--- src/tab_pkg.sv ---
// Shared types and constants for the transformed aligned box unit.
`timescale 1ns / 1ps

package tab_pkg;

    localparam int COORD_W  = 32;
    localparam int NUM_AXES = 3;
    localparam int NUM_REGS = 6;
    localparam int CFG_DW   = 64;
    localparam int ADDR_W   = 6;
    localparam int REG_IDX_W = 3;
    localparam int BOX_W    = 2 * NUM_AXES * COORD_W;

    // Register indexes, one 64-bit register per half row
    localparam logic [REG_IDX_W-1:0] REG_ROW0_LO = 3'd0;
    localparam logic [REG_IDX_W-1:0] REG_ROW0_HI = 3'd1;
    localparam logic [REG_IDX_W-1:0] REG_ROW1_LO = 3'd2;
    localparam logic [REG_IDX_W-1:0] REG_ROW1_HI = 3'd3;
    localparam logic [REG_IDX_W-1:0] REG_ROW2_LO = 3'd4;
    localparam logic [REG_IDX_W-1:0] REG_ROW2_HI = 3'd5;

    typedef logic signed [COORD_W-1:0] coord_t;

    // One transform row: three coefficients and the translation
    typedef struct packed {
        coord_t trans;
        coord_t c2;
        coord_t c1;
        coord_t c0;
    } row_coef_t;

    // Load strobes for the pipeline stages
    typedef struct packed {
        logic ld1;
        logic ld2;
        logic ld3;
        logic ld4;
    } stage_en_t;

endpackage

--- src/tab_cfg_regs.sv ---
// APB register file holding the 3x4 transform coefficients.
`timescale 1ns / 1ps

module tab_cfg_regs #(
    parameter int FRAC_BITS = 16
) (
    input  logic                                    clk,
    input  logic                                    rst_n,
    input  logic                                    psel,
    input  logic                                    penable,
    input  logic                                    pwrite,
    input  logic [tab_pkg::ADDR_W-1:0]              paddr,
    input  logic [tab_pkg::CFG_DW-1:0]              pwdata,
    output logic [tab_pkg::CFG_DW-1:0]              prdata,
    output logic                                    pready,
    output tab_pkg::row_coef_t                      row_coef [tab_pkg::NUM_AXES]
);
    import tab_pkg::*;

    localparam logic [CFG_DW-1:0] ONE = CFG_DW'(1) << FRAC_BITS;

    logic [CFG_DW-1:0]    cfg_reg [NUM_REGS];
    logic [REG_IDX_W-1:0] reg_idx;
    logic                 idx_ok;
    logic                 wr_en;

    assign pready  = 1'b1;
    assign reg_idx = paddr[ADDR_W-1:ADDR_W-REG_IDX_W];
    assign idx_ok  = (reg_idx < REG_IDX_W'(NUM_REGS));
    assign wr_en   = psel && penable && pwrite && pready && idx_ok;

    // Write the addressed register; reset to the identity transform
    always_ff @(posedge clk or negedge rst_n)
    begin
        if (!rst_n)
        begin
            cfg_reg[REG_ROW0_LO] <= ONE;
            cfg_reg[REG_ROW0_HI] <= '0;
            cfg_reg[REG_ROW1_LO] <= ONE << COORD_W;
            cfg_reg[REG_ROW1_HI] <= '0;
            cfg_reg[REG_ROW2_LO] <= '0;
            cfg_reg[REG_ROW2_HI] <= ONE;
        end
        else if (wr_en)
        begin
            cfg_reg[reg_idx] <= pwdata;
        end
    end

    // Read back the addressed register
    always_comb
    begin
        prdata = '0;
        if (idx_ok)
        begin
            prdata = cfg_reg[reg_idx];
        end
    end

    // Split each row pair into coefficients and translation
    always_comb
    begin
        for (int r = 0; r < NUM_AXES; r++)
        begin
            row_coef[r].c0    = cfg_reg[2*r][COORD_W-1:0];
            row_coef[r].c1    = cfg_reg[2*r][CFG_DW-1:COORD_W];
            row_coef[r].c2    = cfg_reg[2*r+1][COORD_W-1:0];
            row_coef[r].trans = cfg_reg[2*r+1][CFG_DW-1:COORD_W];
        end
    end

endmodule

--- config.mk ---
export PLATFORM = sky130hd
export DESIGN_NAME = tab_cfg_regs
export DESIGN_NICKNAME = d
export VERILOG_FILES = /design/src/tab_pkg.sv /design/src/tab_cfg_regs.sv
export SDC_FILE = /design/constraint.sdc
export NUM_CORES = 1
export LEC_CHECK = 0
export BUFFER_PORTS_ARGS = -buffer_cell sky130_fd_sc_hd__buf_2
export CELL_PAD_IN_SITES_DETAIL_PLACEMENT = 0
export CELL_PAD_IN_SITES_GLOBAL_PLACEMENT = 2
export CORE_MARGIN = 1.5
export CORE_UTILIZATION = 35
export CTS_CLUSTER_SIZE = 25
export DETAILED_ROUTE_END_ITERATION = 8
export MAX_ROUTING_LAYER = met4
export PLACE_DENSITY_LB_ADDON = 0.08
export REMOVE_ABC_BUFFERS = 1
export SLEW_MARGIN = 20
export SYNTH_ARGS = -nofsm -noshare
export SYNTH_HDL_FRONTEND = slang
export SYNTH_SLANG_ARGS = --single-unit
--- constraint.sdc ---
create_clock -name clk -period 1.4 [get_ports clk]
set_input_delay 0.14 -clock clk [delete_from_list [all_inputs] [get_ports clk]]
set_output_delay 0.14 -clock clk [all_outputs]
set_load 0.03 [all_outputs]
==> results.py <==
metrics = {
    "run_status": {
        "outcome": "finished with violations",
        "failed_checks": "setup timing",
    },
    "setup_path": {
        "critical_path_cell_count": 3,
        "worst_path_max_delay_cell": "dfrtp_1",
        "timing.critical_path.required_ns": 1.26,
        "worst-path-max-fanout": 2,
        "critPathCaptureType": "output port",
        "worst-r2r-setup-slack_ns": 0.36,
        "cells_traversed_along_the_worst_timing_path": "mux2_4, a221o_1, buf_6",
        "cp.buffers_inverters": 1,
        "startpoint_type": "flop",
        "r2r_cells": 3,
        "worst-endpoint-arrival_ns": 1.76,
        "crit_type": "flop to output port",
        "critical_path.top_delay_family": "flip-flops",
        "timing.critical_path.slowest_cell_delay_ns": 0.39,
    },
    "global_routing": {
        "global_route.usage.total": 0.258,
        "grt_pass1_vias": 14590,
        "antenna_found_initial": 1,
        "grt_pass1_wl_um": 95700,
        "maximum_number_of_pins_on_one_net_before_global_route_repair": 55,
        "aggregate_global_routing_overflow": 0,
    },
    "sta": {
        "finalSetupViolCount": 76,
        "finClkSkew_ns": 0,
        "summed_negative_setup_slack_over_all_endpoints_ns": -20.38,
        "period_utilization_post_route": 1.35,
        "hold_viol_final": 0,
        "layout_setup_ws_ns": -0.496,
        "drv_slew": 0,
        "unrepaired_setup_endpoints_after_global_routing": "true",
        "achievable-frequency_mhz": 527,
        "post-route-min-period_ns": 1.90,
    },
    "synthesis": {
        "synth_adder_area_share": 0,
        "yosys-mux-area-fraction": 0.345,
        "synth-warning-count": 0,
        "synth-async-reset-ratio": 1.00,
        "yosys_most_used_dff": "dfrtp_1",
        "postSynthRegisterBits": 384,
        "mappedNetlistArea_um2": 17500,
        "synth-xor-area-share": 0,
        "netlist-cell-type-count": 26,
        "dominant_combinational_cell_family_by_area_after_synthesis": "multiplexers",
        "top_area_cells_in_the_synthesized_netlist": "dfrtp_1 (54%), mux2_1 (26%), mux2i_1 (8.4%)",
        "synth_simple_gate_area_share": 0.0112,
        "syn_area_per_cell_um2": 14.8,
        "synth_compound_area_frac": 0.0568,
        "ys_seq_area_frac": 0.549,
        "synthCells": 1186,
        "synth_edf_count": 0,
        "synthDominantCellAreaShare": 0.545,
        "synth.largest_area_cell": "dfrtp_1",
    },
    "routing": {
        "detail-route-antenna-nets": 0,
        "routed-wl-met3_um": 4150,
        "drt_drc_violations_left": 0,
        "viasPerCell": 5.00,
        "vias": 13575,
        "firstDrtPassIters": 4,
        "wire_length_on_met1_um": 27400,
        "max_used_layer": "met4",
        "post_dr_wirelength_cell_um": 23.9,
        "finalWirelength_um": 64800,
        "met2WireLength_um": 31700,
        "dr.first_iter.drc_count": 590,
    },
    "floorplanning": {
        "dieHeight_um": 227,
        "initial_util": 0.356,
        "design.portCount": 524,
        "core_um2": 49200,
        "die-width_um": 227,
        "core.rowCount": 81,
        "design.die.area_um2": 51400,
    },
    "finish": {
        "fin_area_um2": 27100,
        "signed_area_change_from_the_synthesized_netlist_to_the_final_layout_pct": 54.9,
        "ff_latch_area_um2": 9610,
        "post_layout_nonfiller_instances": 2716,
        "fill_cells": 4328,
        "final_util": 0.551,
        "post_route_cells_drive_above_1_share": 0.452,
        "final_cell_mix": "mux2_1 (384), dfrtp_1 (381), buf_6 (303), buf_2 (267), buf_4 (185)",
        "final_nets": 2094,
        "most_common_cell_after_layout_fill_and_taps_aside": "mux2_1",
        "largest_register_ff_count": 384,
        "multi_input_area_um2": 7460,
    },
    "clock_network": {
        "clock_tree_from_tritoncts": "yes",
        "clock_insertion_delay_at_the_later_pin_of_the_skew_report_ns": 0.56,
        "ctsLongestPathBuffers": 3,
        "root_buffer": "clkbuf_16",
        "tritoncts_num_sinks": 384,
        "cts-htree-levels": 2,
        "cts_inserted_buffers": 45,
        "clkTransAtPathRegs_ns": 0.06,
    },
    "power_and_ir_drop": {
        "cellPowerDensity_nw_per_um2": 1600,
        "power.leakage_nw": 13.7,
        "vdd_drop_max_uv": 1020,
    },
    "placed_design": {
        "place_ws_ns": -0.371,
        "placed_cell_area_um2": 21800,
        "dp_hpwl_um": 45200,
        "dp.cells": 2415,
        "portBuffers": 519,
        "gp_congestion": 0.824,
    },
    "run": {
        "max_cap_viol_count": 0,
    },
    "hold_path": {
        "hp_class": "input pin to async pin",
    },
}
-- layer usage --
metal	GRT usage	vias to the layer above
li1	-	6088
met1	0.322	7001
met2	0.418	393
met3	0.0609	93
met4	0.0735	0
met5	-	-
-- cells by family (layout without fill, tap and decap cells) --
family / Yosys count / after routing
other: 1 / 2
buffers and inverters: 104 / 969
DFF: 384 / 384
and+or+nand+nor: 16 / 16
AOI/OAI and AO/OA: 128 / 128
muxes: 553 / 553
-- final timing paths --
path,end,startpoint
max in group asynchronous,row_coef[136]$_DFFE_PN0P_,rst_n
min reg2reg,row_coef[217]$_DFFE_PN0P_,row_coef[217]$_DFFE_PN0P_
max reg2reg,row_coef[341]$_DFFE_PN0P_,row_coef[341]$_DFFE_PN0P_
min in group clk,row_coef[204]$_DFFE_PN0P_,pwrite
min,row_coef[186]$_DFFE_PN0P_,rst_n
max,prdata[10],row_coef[74]$_DFFE_PN0P_
-- synth_stat cells (2+ instances only) --
master and n:
dfstp_2 3, dfrtp_1 381, nor2_4 2, buf_2 18, nor2b_1 2, inv_1 22, o32ai_1 22, buf_6 18
nor2_8 4, mux2_1 406, mux2i_1 147, a221o_1 22, clkbuf_1 18, o21ai_1 41, o22a_1 41, nand2b_1 2
buf_4 28
-- stage by stage --
stage               hold WS [ns]  power, mW
floorplan                 -0.156       22.6
global placement          0.0372       28.0
detailed placement        0.0453       28.2
CTS                       0.0303       43.3
global route              0.0614       45.4
finish                    0.0368       43.5
-- what timing repair did --
item / in CTS / in global routing
endpoints found under the setup margin: 109 / 135
buffers inserted: 139 / 46
hold buffers: 65 / 0
gates resized for setup: 519 / 101
hold endpoints to repair: 766 / 0
pin swaps: 50 / 38
-- report_power, final --
part | total (mW) | switching [mW] | internal (mW)
clock network | 11.6 | 4.65 | 6.96
logic | 17.1 | 9.64 | 7.41
registers | 14.8 | 1.55 | 13.3
-- layout make-up --
class,instances,area share
Antenna cell,1,0.0000923
Clock buffer,74,0.0489
Clock inverter,5,0.00369
Inverter,22,0.00305
Multi-Input combinational cell,698,0.275
Sequential cell,384,0.355
Tap cell,664,0.0306
Timing Repair Buffer,868,0.284
(Power assumes the default switching activity.)
