## src/tab_pkg.sv

```systemverilog
// Shared types and constants for the transformed aligned box unit.
`timescale 1ns / 1ps

package tab_pkg;

    localparam int COORD_W  = 32;
    localparam int NUM_AXES = 3;
    localparam int NUM_REGS = 6;
    localparam int CFG_DW   = 64;
    localparam int ADDR_W   = 6;
    localparam int REG_IDX_W = 3;
    localparam int BOX_W    = 2 * NUM_AXES * COORD_W;

    // Register indexes, one 64-bit register per half row
    localparam logic [REG_IDX_W-1:0] REG_ROW0_LO = 3'd0;
    localparam logic [REG_IDX_W-1:0] REG_ROW0_HI = 3'd1;
    localparam logic [REG_IDX_W-1:0] REG_ROW1_LO = 3'd2;
    localparam logic [REG_IDX_W-1:0] REG_ROW1_HI = 3'd3;
    localparam logic [REG_IDX_W-1:0] REG_ROW2_LO = 3'd4;
    localparam logic [REG_IDX_W-1:0] REG_ROW2_HI = 3'd5;

    typedef logic signed [COORD_W-1:0] coord_t;

    // One transform row: three coefficients and the translation
    typedef struct packed {
        coord_t trans;
        coord_t c2;
        coord_t c1;
        coord_t c0;
    } row_coef_t;

    // Load strobes for the pipeline stages
    typedef struct packed {
        logic ld1;
        logic ld2;
        logic ld3;
        logic ld4;
    } stage_en_t;

endpackage

```

## src/tab_merge.sv

```systemverilog
// Merge stage: saturate the lane sums and register the result beat.
`timescale 1ns / 1ps

module tab_merge #(
    parameter int FRAC_BITS = 16
) (
    input  logic                                   clk,
    input  tab_pkg::stage_en_t                     en,
    input  logic signed [65-FRAC_BITS:0]           sum_lo [tab_pkg::NUM_AXES],
    input  logic signed [65-FRAC_BITS:0]           sum_hi [tab_pkg::NUM_AXES],
    output logic [tab_pkg::BOX_W-1:0]              box_out,
    output logic                                   sat_out
);
    import tab_pkg::*;

    localparam int AW = 2 * COORD_W - FRAC_BITS + 2;
    localparam logic signed [AW-1:0] SAT_MAX = AW'(64'sh0000_0000_7FFF_FFFF);
    localparam logic signed [AW-1:0] SAT_MIN = AW'(64'shFFFF_FFFF_8000_0000);

    coord_t lo_next [NUM_AXES];
    coord_t hi_next [NUM_AXES];
    logic   sat_next;
    logic [BOX_W-1:0] box_next;
    logic [BOX_W-1:0] box_reg;
    logic             sat_reg;

    // Clamp every axis to 32 bits and flag any clamp
    always_comb
    begin
        sat_next = 1'b0;
        for (int r = 0; r < NUM_AXES; r++)
        begin
            if (sum_lo[r] > SAT_MAX)
            begin
                lo_next[r] = SAT_MAX[COORD_W-1:0];
                sat_next   = 1'b1;
            end
            else if (sum_lo[r] < SAT_MIN)
            begin
                lo_next[r] = SAT_MIN[COORD_W-1:0];
                sat_next   = 1'b1;
            end
            else
            begin
                lo_next[r] = sum_lo[r][COORD_W-1:0];
            end

            if (sum_hi[r] > SAT_MAX)
            begin
                hi_next[r] = SAT_MAX[COORD_W-1:0];
                sat_next   = 1'b1;
            end
            else if (sum_hi[r] < SAT_MIN)
            begin
                hi_next[r] = SAT_MIN[COORD_W-1:0];
                sat_next   = 1'b1;
            end
            else
            begin
                hi_next[r] = sum_hi[r][COORD_W-1:0];
            end
        end
    end

    // Pack mins in the low half, maxes in the high half
    always_comb
    begin
        for (int r = 0; r < NUM_AXES; r++)
        begin
            box_next[r*COORD_W +: COORD_W]              = lo_next[r];
            box_next[(r+NUM_AXES)*COORD_W +: COORD_W]   = hi_next[r];
        end
    end

    always_ff @(posedge clk)
    begin
        if (en.ld4)
        begin
            box_reg <= box_next;
            sat_reg <= sat_next;
        end
    end

    assign box_out = box_reg;
    assign sat_out = sat_reg;

endmodule

```

## config.mk

```make
export PLATFORM = sky130hd
export DESIGN_NAME = tab_merge
export DESIGN_NICKNAME = d
export VERILOG_FILES = /design/src/tab_pkg.sv /design/src/tab_merge.sv
export SDC_FILE = /design/constraint.sdc
export NUM_CORES = 1
export LEC_CHECK = 0
export ABC_CLOCK_PERIOD_IN_PS = 2000
export BUFFER_PORTS_ARGS = -buffer_cell sky130_fd_sc_hd__buf_4
export CAP_MARGIN = 20
export CORE_AREA = 2 2 194 196
export CTS_BUF_LIST = sky130_fd_sc_hd__clkbuf_8
export DETAILED_ROUTE_END_ITERATION = 8
export DIE_AREA = 0 0 196 198
export PLACE_DENSITY_LB_ADDON = 0.1
export SETUP_SLACK_MARGIN = 0.2
export SLEW_MARGIN = 20
export SYNTH_ARGS = -nofsm -noshare
export SYNTH_HDL_FRONTEND = slang
export SYNTH_SLANG_ARGS = --single-unit
```

## constraint.sdc

```tcl
create_clock -name clk -period 2 [get_ports clk]
set_input_delay 0.2 -clock clk [delete_from_list [all_inputs] [get_ports clk]]
set_output_delay 0.2 -clock clk [all_outputs]
set_load 0.02 [all_outputs]
```

==> impl_metrics.tcl, run 1 <==
set metrics [dict create \
    rows 71 \
    post-dp-hpwl_um 23900 \
    drtIter0Drc 205 \
    worst_pin_slew_ps 483 \
    hold_slack_ps 63.9 \
    post_cts_resized 0 \
    hold_buffers 191 \
    synth-xor-area-share_pct 0 \
    io_pins 498 \
    root_buffer "clkbuf_8" \
    setup_tns_ps 0 \
    cts_setup_buffers 0 \
    fin_area_um2 14800 \
    setup_slack_ps 378 \
    first_global_vias 7957 \
    grt_overflow_total 0 \
    area_growth_pct 86.2 \
    fin_crit_sh_pct 81.1 \
    critPathLaunch "sum_hi[48]" \
    outcome "finished, final reports clean" \
    ys_seq_area_share_pct 73.0 \
    cts_sinks 193 \
    vias 7735 \
    synth_top_family_by_area "simple AND/OR/NAND/NOR gates" \
    grt_pass1_wl_um 46400 \
    grt_setup_unrepaired "false" \
    ys_warn_count 0 \
    min_period_ps 1620 \
    fill_cells 3669 \
    final_util_pct 40.0 \
    start_util_pct 21.5 \
    ys_ff_latch 193 \
    max-cap-violations 0 \
    drt_first_pass_iters 4 \
    wl_per_cell_um 17.0 \
    hold_viol_final 0 \
    fmax_mhz 617 \
    cts_buffers 17 \
    layout_common_cells "524 x buf_4, 378 x nand2_1, 193 x edfxtp_1" \
    fp.coreArea_um2 37000 \
    gp_congestion 0.777 \
    slew_headroom_pct 67.8 \
    finalWirelength_um 31800 \
    synth_area_um2 7940 \
    synth_area_per_cell_um2 11.4 \
    grtUsageTotal_pct 16.1 \
    fp.dieH_um 198 \
    clk_pin_slew_worst_paths_ps 100 \
    hp-start "sum_hi[59]" \
    synth-simple-area-share_pct 23.0 \
    ant_nets 0 \
    synth_cells 695 \
    critPathRequiredTime_ps 2250 \
    end_kind "register" \
    viasPerCell 4.12 \
    htree_levels 4 \
    synth_adder_area_share_pct 0 \
    crit_fanout 2 \
    start_kind "input pin" \
    die_w_um 196 \
    worstPathArrival_ps 1870 \
    final_common_cell "buf_4" \
    die_area_um2 38800 \
    synth_compound_area_share_pct 1.75 \
    grt_max_degree 49 \
    slew_violations 0 \
    n_antenna_cell 0 \
    antenna_found_initial 0 \
    placed_cell_area_um2 12500 \
    hold_class "input pin to register" \
    pre_cts_slack_ps -165 \
    synth_mux_area_share_pct 0 \
    synth.net_count 1000 \
    p_per_area_nw_per_um2 670 \
    leakage_uw 0.00660 \
    setup_viol 0 \
    final_nets 1697 \
    route.detailed.drc 0 \
    critical_path_class "input pin to register" \
    cts_buffer_depth 2 \
    vdd.ir_drop.worst_mv 0.389 \
    tritoncts "done" \
    io_buffers 494 \
    drive_gt1_share_pct 40.9 \
    synth_cell_type_count 12 \
]
## cell families after synthesis
family | count (synthesis)
AO/OA/AOI/OAI | 12
buffers and inverters | 48
flip-flops | 193
AND/OR/NAND/NOR | 442
## sequential cells by signal (all words and copies together) (netlist names)
signal,cells
sat_out,1
box_out,192
## critical path, cell delays in order
cell and delay (ps):
buf_4 110, or4_4 570, o41ai_4 420, nand4_1 180, or3_1 390
## per-layer routing
layer | global-route usage, % | up-vias | share of wire [%]
met5 | 0 | - | 0
met4 | 6.79 | 0 | 2.9
met3 | 5.21 | 42 | 7.1
met2 | 28.6 | 295 | 52
met1 | 17.6 | 3612 | 38
li1 | - | 3786 | -
## area by class of cell
class / instances / area (um2) / area share, %
multi-input combinational: 454 / 2060 / 13.9
clock inverter: 14 / 140 / 0.948
clock buffer: 17 / 234 / 1.58
inverter: 6 / 22.5 / 0.152
sequential: 193 / 5800 / 39.2
timing repair buffer: 720 / 5940 / 40.2
tap: 474 / 593 / 4.01
## metrics by stage
stage,std cells,total power (uW)
floorplan,695,5770
global placement,1656,7070
detailed placement,1656,7090
CTS,1878,10100
global route,1878,10400
finish,1878,9900
## power by group
part / switching, uW / internal, uW / leakage (uW)
combinational: 1160 / 1170 / 0.00451
clock: 1530 / 1100 / 0.000187
sequential: 96.1 / 4840 / 0.00190
total: 2780 / 7110 / 0.00660
## synthesized netlist by cell type
| library cell | n | area (um2) |
|---|---|---|
| o21ai_1 | 6 | 30.0 |
| nand2_1 | 378 | 1420 |
| nand3_1 | 6 | 30.0 |
| o41ai_2 | 5 | 81.3 |
| clkbuf_1 | 42 | 158 |
| o41ai_4 | 1 | 27.5 |
| or3_1 | 1 | 6.26 |
| inv_1 | 6 | 22.5 |
| nor4_1 | 18 | 113 |
| nand4_1 | 27 | 169 |
| edfxtp_1 | 193 | 5800 |
| or4_1 | 12 | 90.1 |
## final timing paths
kind | endpoint | depth (start not counted)
hold / removal | box_out[137] | 3
setup / recovery | sat_out | 5
No activity file was read; power rests on OpenSTA's default activity.
==> run 2, diff against run 1 <==
--- a/config.mk
+++ b/config.mk
@@ -5,7 +5,8 @@
 export SDC_FILE = /design/constraint.sdc
 export NUM_CORES = 1
 export LEC_CHECK = 0
-export ABC_CLOCK_PERIOD_IN_PS = 2000
+export ABC_AREA = 1
+export ABC_CLOCK_PERIOD_IN_PS = 1300
 export BUFFER_PORTS_ARGS = -buffer_cell sky130_fd_sc_hd__buf_4
 export CAP_MARGIN = 20
 export CORE_AREA = 2 2 194 196
==> constraint.sdc (replaced) <==
create_clock -name clk -period 1.3 [get_ports clk]
set_input_delay 0.13 -clock clk [delete_from_list [all_inputs] [get_ports clk]]
set_output_delay 0.13 -clock clk [all_outputs]
set_load 0.02 [all_outputs]
==> impl_metrics.tcl, run 2 <==
set metrics [dict create \
    route.detailed.drc 0 \
    synth_top_area_share_pct 69.2 \
    synth_mux_area_share_pct 0 \
    async_reset_ff_share_pct 0 \
    slowest_delay_ps 440 \
    final_nets 1845 \
    drtIter0Drc 253 \
    synth_edf_count 193 \
    use_met1_pct 18.1 \
    worst_pin_slew_ps 401 \
    hold_viol_final 0 \
    leakage_uw 0.00719 \
    synth_cells 821 \
    synthTopCellsByArea "edfxtp_1 69%, nand2_1 20%, nor2_1 4.1%, buf_4 1.7%, nand3_1 0.96%" \
    synth_flop_cell "edfxtp_1" \
    outcome "finished, final reports clean" \
    final_util_pct 43.4 \
    ys_warn_count 0 \
    tritoncts "done" \
    gp_congestion 0.795 \
    synth_common_cells "439 x nand2_1, 193 x edfxtp_1, 91 x nor2_1, 19 x buf_4" \
    rows 71 \
    synth-simple-area-share_pct 25.9 \
    min_period_ps 1210 \
    multi_input_area_um2 2250 \
    ys_ff_latch 193 \
    path_cells "buf_6" \
    hold_class "input pin to register" \
    io_buffers 494 \
    grt_pass1_wl_um 48200 \
    ys_seq_area_share_pct 69.2 \
    finalWirelength_um 32100 \
    layout_common_cells "439 x nand2_1, 338 x buf_4, 193 x edfxtp_1" \
    io_pins 498 \
    area_growth_pct 91.4 \
    cts_sinks 193 \
    slew_headroom_pct 73.2 \
    clk_pin_slew_worst_paths_ps 100 \
    first_global_vias 8634 \
    setup_viol 0 \
    gr-usage-met2_pct 29.2 \
    fin_crit_sh_pct 93.2 \
    viasPerCell 4.06 \
    cp_top_family "flip-flops" \
    fp.dieH_um 198 \
    synth_adder_area_share_pct 0 \
    antenna_found_initial 2 \
    setup_tns_ps 0 \
    synth_compound_area_share_pct 0.866 \
    slew_violations 0 \
    post-dp-hpwl_um 24600 \
    synth_top_family_by_area "simple AND/OR/NAND/NOR gates" \
    root_buffer "clkbuf_8" \
    final-seq-area_um2 5800 \
    start_util_pct 22.7 \
    start_kind "register" \
    grt_max_degree 32 \
    slowest_stage "edfxtp_1" \
    synth.most_common_cell "nand2_1" \
    drt_first_pass_iters 4 \
    synth_area_um2 8380 \
    fmax_mhz 825 \
    synth_top_area_cell "edfxtp_1" \
    p_per_area_nw_per_um2 953 \
    vdd.ir_drop.worst_mv 0.545 \
    wl_per_cell_um 15.8 \
    largest_reg_flops 192 \
    max-cap-violations 0 \
    use_met3_pct 5.77 \
    end_kind "primary output" \
    cts_buffers 17 \
    fill_cells 3612 \
    die_w_um 196 \
    worst-path-buf-inv 1 \
    synth_area_per_cell_um2 10.2 \
    grt_setup_unrepaired "true" \
    synth.net_count 1126 \
    worstPathArrival_ps 1080 \
    synth_cell_type_count 18 \
    top_usage_layer "met2" \
    vias 8236 \
    cts_buffer_depth 2 \
    critical_path_class "register to primary output" \
    cts_setup_buffers 0 \
    drive_gt1_share_pct 37.5 \
    ant_nets 0 \
    grtUsageTotal_pct 16.4 \
    final_common_cell "nand2_1" \
    critPathRequiredTime_ps 1170 \
    grt_overflow_total 0 \
    fp.coreArea_um2 37000 \
    crit_fanout 1 \
    htree_levels 4 \
    die_area_um2 38800 \
    synth-xor-area-share_pct 0 \
]
==> run 2: cell count changes after synthesis, moves of 12 or more <==
cell      before  now
nor2_1         0   91
nand2_1      378  439
clkbuf_1      42    6
nand4_1       27    2
buf_4          0   19
nor4_1        18    0
buf_2          0   12
or4_1         12    0
==> run 2: kinds of logic (layout without fill, tap and decap cells) <==
family / after synthesis / count (layout)
buf+inv: 58 / 788
flops: 193 / 193
compound gates: 8 / 8
simple gates: 562 / 562
other cells: 0 / 2
==> run 2: worst paths after layout <==
| kind | slack (ps) | endpoint | depth (start not counted) | from |
|---|---|---|---|---|
| max | 90 | box_out[185] | 1 | box_out[185] |
| min | 80 | sat_out | 5 | sum_hi[81] |
==> run 2: routing by layer <==
layer | share of wire [%] | wire, um
met1 | 38 | 12200
met2 | 52 | 16600
met3 | 8.1 | 2580
met4 | 2.0 | 642
met5 | 0 | 0
==> run 2: layout make-up <==
| type | count | area share, % |
|---|---|---|
| sequential | 193 | 36.1 |
| timing repair buffer | 742 | 43.8 |
| clock inverter | 13 | 0.484 |
| multi-input combinational | 570 | 14.0 |
| tap | 474 | 3.70 |
| antenna | 2 | 0.0312 |
| inverter | 16 | 0.375 |
| clock buffer | 17 | 1.46 |
==> run 2: repair_timing <==
action / CTS / global route
hold buffers: 192 / 0
pin swaps: 0 / 0
endpoints found under the hold margin: 192 / 0
resized for setup: 190 / 5
setup endpoints to repair: 193 / 226
gates cloned: 0 / 1
==> run 2: where the power goes <==
part	internal (uW)	switching [uW]	total [uW]	leakage, uW
Clock	1270	2240	3500	0.000152
Combinational	2230	1840	4070	0.00513
Sequential	7460	246	7700	0.00190
==> run 2: through the flow <==
stage | hold WS, ps | std cells | setup slack (ps) | cell area [um2] | total power (uW)
finish | 80.5 | 2027 | 88.4 | 16000 | 15300
global route | 46.2 | 2027 | 7.93 | 16000 | 16000
CTS | 45.0 | 2024 | 8.00 | 16000 | 15500
detailed placement | 395 | 1802 | -348 | 13000 | 11100
global placement | 391 | 1802 | -272 | 13000 | 11100
floorplan | 242 | 821 | 91.3 | 8390 | 8980
==> run 3, diff against run 2 <==
--- a/config.mk
+++ b/config.mk
@@ -5,7 +5,6 @@
 export SDC_FILE = /design/constraint.sdc
 export NUM_CORES = 1
 export LEC_CHECK = 0
-export ABC_AREA = 1
 export ABC_CLOCK_PERIOD_IN_PS = 1300
 export BUFFER_PORTS_ARGS = -buffer_cell sky130_fd_sc_hd__buf_4
 export CAP_MARGIN = 20
==> impl_metrics.tcl, run 3 (synthesis gave the netlist of run 1 again) <==
set metrics [dict create \
    outcome "finished, violations left" \
    failed_checks "setup timing" \
    gr-usage-met2_pct 29.3 \
    setup_slack_ps -186 \
    clkPwrFrac_pct 22.2 \
    die_w_um 196 \
    p_per_area_nw_per_um2 915 \
    fp.dieH_um 198 \
    io_pins 498 \
    post-dp-hpwl_um 23700 \
    use_met3_pct 5.01 \
    wl_per_cell_um 17.1 \
    swShare_pct 28.3 \
    largest_reg_flops 192 \
    setup_tns_ps -13850 \
    final_common_cell "buf_4" \
    final_nets 1758 \
    critPathRequiredTime_ps 1530 \
    io_buffers 494 \
    antenna_found_initial 0 \
    fin_cells 1939 \
    p_switching_uw 4440 \
    drtIter0Drc 232 \
    grtUsageTotal_pct 16.4 \
    fp.coreArea_um2 37000 \
    worstSetupEndpoint "sat_out" \
    die_area_um2 38800 \
    start_util_pct 21.5 \
    first_global_vias 8167 \
    drt_first_pass_iters 4 \
    final-seq-area_um2 5800 \
    root_buffer "clkbuf_8" \
    fin_crit_sh_pct 114 \
    leakage_uw 0.00747 \
    setup_viol 167 \
    critical_path_class "input pin to register" \
    crit_fanout 2 \
    top_usage_layer "met2" \
    vias 8087 \
    comb_power_share_pct 28.7 \
    multi_input_area_um2 2560 \
    final_util_pct 46.4 \
    grt_overflow_total 0 \
    tritoncts "done" \
    hold_viol_final 0 \
    worstPathArrival_ps 1710 \
    fmax_mhz 673 \
    ant_nets 0 \
    start_kind "input pin" \
    pre_cts_slack_ps -834 \
    use_met1_pct 18.5 \
    cts_buffers 17 \
    fill_cells 3408 \
    grt_max_degree 36 \
    clk_pin_slew_worst_paths_ps 100 \
    max-cap-violations 0 \
    slew_violations 0 \
    p_seq_share_pct 49.1 \
    finalWirelength_um 33100 \
    p_int_uw 11200 \
    fin_area_um2 17100 \
    min_period_ps 1490 \
    htree_levels 4 \
    cts_sinks 193 \
    cts_buffer_depth 2 \
    worst_pin_slew_ps 329 \
    critPathLaunch "sum_lo[95]" \
    n_antenna_cell 0 \
    viasPerCell 4.17 \
    placed_cell_area_um2 12700 \
    rows 71 \
    area_growth_pct 116 \
    layout_common_cells "321 x buf_4, 249 x nand2_1, 220 x buf_6" \
    vdd.ir_drop.worst_mv 0.537 \
    grt_setup_unrepaired "true" \
    gp_congestion 0.803 \
    end_kind "register" \
    slew_headroom_pct 77.9 \
    route.detailed.drc 0 \
    grt_pass1_wl_um 47500 \
    hold_class "input pin to register" \
    drive_gt1_share_pct 52.2 \
    place_inst 1674 \
]
run 3: power groups by stage:
stage                     sequential, uW  combinational (uW)  clock, uW
after floorplan                     8420                 476          0
after global placement              7730                3210          0
after detailed placement            7740                3210          0
after CTS                           7680                4250       3660
after global routing                7760                4780       3820
final                               7710                4510       3480
run 3: final cells by class:
class | instances | area share (%)
clock buffer | 17 | 1.36
clock inverter | 14 | 0.438
inverter | 6 | 0.131
multi-input combinational | 454 | 14.9
sequential | 193 | 33.8
tap | 474 | 3.46
timing repair buffer | 781 | 45.9
run 3: how the worst min path moves through the flow:
stage | from | end | slack, ps | cells after the start
2_1_floorplan | en[0] | box_out[0] | 240 | 0
3_3_place_gp | sum_lo[99] | box_out[63] | 350 | 1
3_5_place_dp | sum_lo[99] | box_out[63] | 340 | 1
4_1_cts | en[0] | box_out[74] | 40 | 1
5_1_grt | en[0] | box_out[70] | 60 | 1
6_report | en[0] | box_out[41] | 90 | 1
run 3: stage by stage:
stage,hold WS [ps],total power (uW)
final,89.6,15700
after global routing,60.2,16400
after CTS,44.4,15600
after detailed placement,344,11000
after global placement,350,10900
after floorplan,242,8900
run 3: what timing repair did:
action | in CTS | in global routing
buffers inserted | 17 | 8
cloned | 13 | 4
endpoints found under the setup margin | 380 | 380
hold buffers | 192 | 0
hold endpoints to repair | 192 | 0
gates resized for setup | 239 | 187
pin swaps | 10 | 15
run 3: metal layers:
layer,share of wire (%),wire (um)
met1,39,13000
met2,51,17000
met3,7.1,2360
met4,2.2,717
met5,0,0
run 3: critical path, cell delays in order:
cell	delay (ps)
buf_6	90
or4_4	540
o41ai_4	310
buf_6	160
nand4_1	140
or3_1	330
